<file path="src/rtl/kcb_pkg.sv">
// Shared constants, types and command format of the keystroke capture buffer.
package kcb_pkg;

    // Store sizes: the line keeps LINE_DEPTH-1 characters, the bank BANK_DEPTH
    localparam int LINE_DEPTH  = 64;
    localparam int BANK_DEPTH  = 32;
    localparam int LINE_CAP    = LINE_DEPTH - 1;
    localparam int QUEUE_DEPTH = 2;

    // Field widths
    localparam int OP_W    = 2;
    localparam int PAGE_W  = 16;
    localparam int USAGE_W = 16;
    localparam int IDX_W   = 6;
    localparam int CHAR_W  = 7;
    localparam int CNT_W   = 6;

    // Derived widths
    localparam int LA_W   = $clog2(LINE_DEPTH);
    localparam int LC_W   = $clog2(LINE_CAP + 1);
    localparam int BA_W   = $clog2(BANK_DEPTH);
    localparam int BC_W   = $clog2(BANK_DEPTH + 1);
    localparam int LSUM_W = ((LA_W > IDX_W) ? LA_W : IDX_W) + 1;
    localparam int BSUM_W = ((BC_W > IDX_W) ? BC_W : IDX_W) + 1;
    localparam int QA_W   = $clog2(QUEUE_DEPTH);
    localparam int QC_W   = $clog2(QUEUE_DEPTH + 1);

    // Characters with special handling
    localparam logic [CHAR_W-1:0] CHAR_BACKSPACE = 7'h08;
    localparam logic [CHAR_W-1:0] CHAR_SPACE     = 7'h20;

    // Work handed from the decoder to the execution side
    typedef enum logic [2:0] {
        CMD_NONE,
        CMD_APPEND,
        CMD_BACKSPACE,
        CMD_CLEAR,
        CMD_READ_LINE,
        CMD_READ_BANK
    } cmd_kind_t;

    typedef struct packed {
        cmd_kind_t           kind;
        logic [CHAR_W-1:0]   ch;
        logic [IDX_W-1:0]    index;
    } cmd_t;

    // Queue status seen by the two sides
    typedef struct packed {
        logic full;
        logic not_empty;
    } queue_status_t;

endpackage

</file>
<file path="src/rtl/kcb_queue.sv">
// Short command queue between the decoder and the execution side.
module kcb_queue
    import kcb_pkg::*;
(
    input  logic          clk,
    input  logic          rst_n,
    input  logic          push,
    input  cmd_t          push_cmd,
    input  logic          pop,
    output queue_status_t q_status,
    output cmd_t          head_cmd
);

    cmd_t             entry_reg [QUEUE_DEPTH];
    logic [QA_W-1:0]  wr_ptr_reg;
    logic [QA_W-1:0]  wr_ptr_next;
    logic [QA_W-1:0]  rd_ptr_reg;
    logic [QA_W-1:0]  rd_ptr_next;
    logic [QC_W-1:0]  count_reg;
    logic [QC_W-1:0]  count_next;
    logic             do_pop;

    assign q_status.full      = (count_reg == QC_W'(QUEUE_DEPTH));
    assign q_status.not_empty = (count_reg != '0);
    assign head_cmd           = entry_reg[rd_ptr_reg];
    assign do_pop             = pop & q_status.not_empty;

    // Pointer and occupancy update
    always_comb
    begin
        wr_ptr_next = wr_ptr_reg;
        rd_ptr_next = rd_ptr_reg;
        count_next  = count_reg;
        if (push)
        begin
            wr_ptr_next = (wr_ptr_reg == QA_W'(QUEUE_DEPTH - 1)) ? '0 : wr_ptr_reg + 1'b1;
        end
        if (do_pop)
        begin
            rd_ptr_next = (rd_ptr_reg == QA_W'(QUEUE_DEPTH - 1)) ? '0 : rd_ptr_reg + 1'b1;
        end
        if (push && !do_pop)
        begin
            count_next = count_reg + 1'b1;
        end
        else if (!push && do_pop)
        begin
            count_next = count_reg - 1'b1;
        end
    end

    always_ff @(posedge clk or negedge rst_n)
    begin
        if (!rst_n)
        begin
            wr_ptr_reg <= '0;
            rd_ptr_reg <= '0;
            count_reg  <= '0;
        end
        else
        begin
            wr_ptr_reg <= wr_ptr_next;
            rd_ptr_reg <= rd_ptr_next;
            count_reg  <= count_next;
        end
    end

    // Entry storage, payload only
    always_ff @(posedge clk)
    begin
        if (push)
        begin
            entry_reg[wr_ptr_reg] <= push_cmd;
        end
    end

endmodule

</file>
<file path="config.mk">
export PLATFORM = sky130hd
export DESIGN_NAME = kcb_queue
export DESIGN_NICKNAME = d
export VERILOG_FILES = /design/src/rtl/kcb_pkg.sv /design/src/rtl/kcb_queue.sv
export SDC_FILE = /design/constraint.sdc
export NUM_CORES = 1
export LEC_CHECK = 0
export BUFFER_PORTS_ARGS = -buffer_cell sky130_fd_sc_hd__clkbuf_2
export CAP_MARGIN = 20
export CORE_AREA = 2 2 67 69
export CTS_BUF_LIST = sky130_fd_sc_hd__clkbuf_8
export CTS_CLUSTER_DIAMETER = 40
export DETAILED_ROUTE_END_ITERATION = 8
export DIE_AREA = 0 0 69 71
export SETUP_SLACK_MARGIN = 0.1
export SYNTH_ARGS = -nofsm -noshare
export SYNTH_HDL_FRONTEND = slang
export SYNTH_SLANG_ARGS = --single-unit
</file>
<file path="constraint.sdc">
create_clock -name clk -period 1.4 [get_ports clk]
set_input_delay 0.14 -clock clk [delete_from_list [all_inputs] [get_ports clk]]
set_output_delay 0.14 -clock clk [all_outputs]
set_load 0.01 [all_outputs]
</file>
==> results of run 1 <==
-- area by class of cell --
class	instances	area, um^2	area share, %
clock buffer	5	68.82	3.555
clock inverter	3	11.26	0.5818
multi-input combinational	28	352.8	18.23
sequential	36	1062	54.88
tap	52	65.06	3.361
timing repair buffer	48	375.4	19.39
-- cells in the mapped netlist (all sizes together) --
cell type	number
edfxtp	32
mux2	16
dfrtp	4
xor2	3
buf	2
nor2b	2
xnor2	2
and2	1
ha	1
nand2	1
nor2	1
or2	1
-- logic make-up after synthesis --
family                   after synthesis
AND/OR/NAND/NOR                        6
adder cells (fa/ha/maj)                1
flip-flops                            36
multiplexers                          16
XOR/XNOR                               5
buffers and inverters                  2
-- timing repair --
item                       in CTS  in global routing
gates resized for setup         5                 29
pin swaps                       4                  2
hold buffers                    1                  0
cloned                          0                  1
hold endpoints to repair        4                  0
setup endpoints to repair      17                 17
setup buffers                   2                  0
-- stage by stage --
stage          utilization [%]  hold WS (ns)  setup TNS [ns]  power (mW)  instances
6_report                 46.04       0.05053          -1.024       3.828        172
2_1_floorplan                -       -0.1556               0       2.387         66
3_5_place_dp             40.12      -0.04610       -0.001758       2.827        160
4_1_cts                  43.27       0.04101         -0.7917       3.563        171
5_1_grt                  46.04       0.04077          -1.762       4.026        172
3_3_place_gp             40.12      -0.04992               0       2.775        160
-- routing by layer --
metal  vias up  part of all wire (%)  track usage (%)  wire, um
li1        354                     -                -         -
met1       352                    38            9.647       851
met5         -                     0                0         0
met3         2                   6.1            4.701       138
met2        23                    55            17.74      1256
met4         0                  0.93            2.614        21
-- power by group through the flow --
stage / registers [mW] / logic [mW] / clock network [mW]
after floorplan: 1.54 / 0.849 / 0
after global placement: 1.54 / 1.23 / 0
after detailed placement: 1.56 / 1.27 / 0
after CTS: 1.53 / 1.36 / 0.672
after global routing: 1.57 / 1.74 / 0.711
final: 1.55 / 1.63 / 0.648
-- worst max path at each step --
stage                     cells after the start  slack, ns    startpoint           end
after floorplan                               6       0.07  count_reg[0]  count_reg[1]
after global placement                        6       0.08  count_reg[1]  count_reg[1]
after detailed placement                      6     -0.002  count_reg[1]  count_reg[1]
after CTS                                     3      -0.08    rd_ptr_reg   head_cmd[2]
after global routing                          3      -0.13    rd_ptr_reg  head_cmd[13]
final                                         3      -0.08    rd_ptr_reg  head_cmd[10]
-- worst reg2reg max path, cell delays in order, from the launching register on --
cell,delay (ns)
dfrtp_1,0.38
or2_4,0.27
nand2_4,0.07
ha_4,0.14
xor2_2,0.15
nor2_2,0.05
xor2_1,0.14
==> impl_results.md, run 1 <==
- Worst slew pin tran: 0.1357 ns
- DR vias: approximately 730
- Seq cells post-synth: 36
- Clk slew on worst S/H paths: 0.06 ns
- Sw Ratio: 27.95%
- Worst path bufs/invs: 2
- Vias in the first global route: just under 800
- R2R cell count: 6
- Internal power: 2.758 mW
- I/O Pins: 38
- Gate Count Post-Synth: 66
- Compound-Gate Fraction of Synth Area: 0%
- Initial core utilization: 33.18%
- Vias per inst: 4.250
- First-pass GRT wire length: 3.574 mm
- Placed inst area: 1687 um^2
- Worst Path Required: between 1 and 1.5 ns
- Synth top area cells: edfxtp_1 (69%), mux2_4 (9.7%), dfrtp_1 (7.2%)
- Slew Limit Fails: 0
- RSZ-0062 raised after global routing: true
- IO Port Bufs: 37
- Total gr overflow: 0
- TritonCTS Buffers: 5
- Synth Area in XOR/XNOR: 3.139%
- CP Class: reg -> out
- Cell variety after synth: 14
- Core Area: 4204 um^2
- Period Utilization, post-route: 105.5%
- Largest family of logic cells by synthesized area: multiplexers
- Nets: 140
- Syn Nets: 87
- Row count: 24
- Post-synthesis average cell area: 21.14 um^2
- Worst Skew: 0.002689 ns
- Worst setup EP type: output pin
- R2R Path End: count_reg[1]
- Sink count of the clock tree: 36
- Part of the power in combinational logic: a little over two fifths
- Filler cells: 400
- Failing checks: setup timing
- Synthesized area: 1395 um^2
- Endpoints failing hold: 0
- Min Tclk post-route: ~1.5 ns
- Die width: 69 um
- Slew HR: 90.89%
- DR WL/cell: 13.18 um
- Pwr dens: 1978 nW/um^2
- Clock group share of total power: between 15 and 20%
- Clk_lat worst skew: 0.28 ns
- Final WS setup: -0.07661 ns
- Worst-path maximum fanout: 7
- Max reg flops: 32
- CTS H-tree lvls: 2
- Buffer levels on the longest clock path: 2
- GP Congestion: 0.5847
- Area grow syn2layout: 38.74%
- Simple-gate portion of the synthesized area: 2.332%
- Switching power total: 1.070 mW
- Register area share after synthesis: 76.05%
- Status: finished with violations
- Crit path max-delay family: flip-flops
- TritonRoute pass-1 iters: 4
- Worst hold start: push_cmd[0]
- Iteration-0 DRC Markers: 10
- DP HPWL: approximately 1.6 mm
- Crit-path max cell delay: 0.46 ns
- Fmax: 0.6772 GHz
- DRC Markers: 0
- CP Cell Sequence: clkbuf_16 -> mux2_4 -> buf_6
- Max stage delay cell, worst path: dfrtp_2
- Post-Route WL: 2.267 mm
- Design area: 1936 um^2
- Worst reg2reg startpoint: count_reg[1]
- Hold depth: 1
- Most common cell after layout, fill and taps aside: edfxtp_1
- Final ANT Viol Nets: 0
- Final setup viols: 16
- Post-Synth Adder-Cell Area: less than 1%
- Antenna diode count: 0
- Yosys top cell by area: edfxtp_1
- Leak pwr: 0.8010 nW
- Sequential power share: 40.4%
- CTS tree: done
- Top-area cell type share of the netlist area: 68.88%
- Max-cap violations: 0
- Peak VDD IR: ~1100 uV
- Overall Global Routing Usage: about 9.6%
- Hold path endpoint: entry_reg[1][0]
- Worst reg2reg setup slack: 0.10 ns
- Setup crit start kind: flop
- Share of layout cells above drive strength 1: 62.50%
- Dpl ws: -0.001758 ns
- Synth warn: 0
- Multiplexer area fraction after synthesis: approximately 15%
- Die ar.: 4899 um^2
- Largest net degree at the start of global routing: 15
- Root buf cell: clkbuf_8
- Worst EP arrival: 1.34 ns
- Worst hold path type: in -> reg
- Initial antenna violation count: 0
- Die height: 71 um
- Most frequent cells in the layout: edfxtp_1 (32), clkbuf_2 (25), mux2_4 (13)
No activity file was read; power rests on OpenSTA's default activity.
==> run 2: changes to the inputs <==
--- a/config.mk
+++ b/config.mk
@@ -5,13 +5,14 @@
 export SDC_FILE = /design/constraint.sdc
 export NUM_CORES = 1
 export LEC_CHECK = 0
+export ABC_AREA = 1
 export BUFFER_PORTS_ARGS = -buffer_cell sky130_fd_sc_hd__clkbuf_2
 export CAP_MARGIN = 20
-export CORE_AREA = 2 2 67 69
+export CORE_AREA = 2 2 68 70
 export CTS_BUF_LIST = sky130_fd_sc_hd__clkbuf_8
 export CTS_CLUSTER_DIAMETER = 40
 export DETAILED_ROUTE_END_ITERATION = 8
-export DIE_AREA = 0 0 69 71
+export DIE_AREA = 0 0 70 72
 export SETUP_SLACK_MARGIN = 0.1
 export SYNTH_ARGS = -nofsm -noshare
 export SYNTH_HDL_FRONTEND = slang
==> run 2 against run 1 <==
The flow now finishes without violations; clock skew is 0.00056 ns lower; worst hold slack better by 0.0012 ns; clock-buffer cell count stayed put; critical path depth is 1 higher; combinational power is 13% lower; design area is 4.4% lower; first-iteration DRC count grew to 5.6 times the previous value; via count is 28% higher; clock power is 0.6% higher; global-route usage is 2.6 points higher; synthesized cell count is 68% higher; largest cell class unchanged; largest power group is now registers.
==> impl_results.md, run 2 <==
- Overall Global Routing Usage: 12.24%
- Most common cell after layout, fill and taps aside: nand2_1
- Post-synth top cells: nand2_1 (44), edfxtp_1 (32), nand2_2 (13), inv_1 (6), dfrtp_1 (4)
- Most frequent cells in the layout: nand2_1 (41), edfxtp_1 (32), clkbuf_2 (30)
- IO Port Bufs: 37
- Share of layout cells above drive strength 1: between 40% and 50%
- GP Congestion: 0.7267
- CTS H-tree lvls: 2
- Die ar.: 5040 um^2
- Final setup viols: 0
- Yosys top cell by area: edfxtp_1
- Top-area cell type share of the netlist area: 66.72%
- Synthesized area: 1440 um^2
- Iteration-0 DRC Markers: 56
- Worst-path maximum fanout: 8
- Nets: between 150 and 200
- Row count: 24
- FFs w/ async S/R, synth: 11.11%
- Synth warn: 0
- Slew Limit Fails: 0
- RSZ-0062 raised after global routing: true
- Clk slew on worst S/H paths: roughly 0.060 ns
- Syn Nets: 132
- Post-synthesis average cell area: 12.97 um^2
- Min Tclk post-route: ~1.3 ns
- Worst slew pin tran: 0.1922 ns
- Register area: 1062 um^2
- Fmax: 0.7615 GHz
- Total gr overflow: 0
- Status: completed
- Worst reg2reg setup slack: roughly 0.18 ns
- CTS tree: done
- Pwr dens: 1970 nW/um^2
- Seq cells post-synth: 36
- Sink count of the clock tree: 36
- Cell variety after synth: 15
- Max stage delay cell, worst path: dfrtp_2
- I/O Pins: 38
- Buffer levels on the longest clock path: 2
- Post-Route WL: 2.749 mm
- Worst hold path type: in -> reg
- Post-synth EDFFs: 32
- Top FF cell, synth: edfxtp_1
- Antenna diode count: 0
- Hold Worst Slack: approximately 0.052 ns
- Final ANT Viol Nets: 0
- Filler cells: ~420
- Area grow syn2layout: 28.50%
- Die width: 70 um
- Worst Path Required: 1.26 ns
- Slew HR: 87.19%
- Area of the multi-input gates: approximately 330 um^2
- CP Cell Sequence: buf_6 -> nand2_1 -> nand2_1 -> buf_2
- TritonRoute pass-1 iters: 3
- Top cell by count, worst path: nand2_1
- DR vias: 938
- Count leader, synth: nand2_1
- Max-cap violations: 0
- DRC Markers: 0
- Clk_lat worst skew: ~0.28 ns
- Worst setup EP type: output pin
- Die height: about 70 um
- Max reg flops: 32
- DR WL/cell: 12.79 um
- Register area share after synthesis: 73.68%
- Largest net degree at the start of global routing: 18
- CP Class: reg -> out
- First-pass GRT wire length: 4.554 mm
- Peak VDD IR: 972.1 uV
- Root buf cell: clkbuf_8
- Gate Count Post-Synth: 111
- Placed inst area: between 1500 and 2000 um^2
- Vias per inst: ~4.4
- Initial antenna violation count: 0
- DP HPWL: approximately 2.0 mm
- Setup TNS: 0 ns
- Crit-path max cell delay: 0.47 ns
- Worst Skew: 0.002132 ns
- Synth top area cells: edfxtp_1 (67%), nand2_1 (11%), dfrtp_1 (7.0%)
- Period Utilization, post-route: 93.81%
- Setup crit start kind: flop
- Endpoints failing hold: 0
- Leak pwr: roughly 0.84 nW
- TritonCTS Buffers: 5
- Worst EP arrival: 1.17 ns
- Vias in the first global route: 955
- Initial core utilization: approximately 34%
- Design area: 1851 um^2
- Util after Layout: between 40 and 50%
- Core Area: 4264 um^2
run 2: cell types whose count changed after synthesis, sizes merged, moves of 2 or more:
cell and change:
nand2 +56, mux2 -16, nor2b -2, inv +7
nand3 +2, xor2 -2
run 2: final cells by class:
class | count | share of cell area (%)
Timing Repair Buffer | 47 | 14.94
Clock buffer | 5 | 3.719
Inverter | 7 | 2.096
Tap cell | 52 | 3.516
Sequential cell | 36 | 57.40
Clock inverter | 3 | 0.6085
Multi-Input combinational cell | 65 | 17.71
run 2: report_power, final:
part	total, mW	internal (mW)	switching, mW	leakage, nW
Combinational	1.42	0.590	0.829	0.442
Clock	0.652	0.331	0.321	0.0482
Sequential	1.57	1.45	0.128	0.347
Total	3.65	2.37	1.28	0.837
run 2: timing repair:
| item | 4_1_cts | 5_1_grt |
|---|---|---|
| endpoints found under the setup margin | 17 | 17 |
| resized for setup | 5 | 15 |
| hold buffers | 1 | 0 |
| buffers inserted | 3 | 0 |
| pin swaps | 0 | 0 |
| endpoints found under the hold margin | 4 | 0 |
run 2: final timing paths:
kind	endpoint	depth (start not counted)	startpoint
min reg2reg	count_reg[1]	2	count_reg[1]
min	entry_reg[1][1]	1	push_cmd[1]
max in group asynchronous	rd_ptr_reg	2	rst_n
max	head_cmd[2]	4	rd_ptr_reg
min in group asynchronous	count_reg[0]	2	rst_n
max reg2reg	count_reg[1]	8	count_reg[1]
run 2: metrics by stage:
stage	setup slack (ns)	std cells	power [mW]
after floorplan	0.1582	111	2.430
after global placement	0.1852	203	2.804
after detailed placement	0.01598	203	2.879
after CTS	0.06376	215	3.645
after global routing	-0.001157	215	3.909
final	0.08672	215	3.646
run 2: metal layers:
metal / global-route usage, % / vias to the layer above / share of wire, % / wire (um)
met4: 5.769 / 0 / 1.9 / 51
met2: 20.63 / 35 / 49 / 1337
met3: 5.972 / 4 / 8.5 / 233
met1: 13.00 / 435 / 41 / 1128
li1: - / 464 / - / -
met5: 0 / - / 0 / 0
run 2: critical path: cells and delay by family (launching register included):
family / cells / cell delay [ns]
buffers and inverters: 2 / 0.30
flip-flops: 1 / 0.47
AND/OR/NAND/NOR: 2 / 0.13
run 2: logic make-up (layout without fill, tap and decap cells):
group                    count (synthesis)  count (layout)  share of synthesized area [%]
AND/OR/NAND/NOR                         62              62                          18.77
adder cells (fa/ha/maj)                  1               1                         0.8687
flip-flops                              36              36                          73.68
XOR/XNOR                                 2               2                          1.217
buffers and inverters                   10              62                          5.473
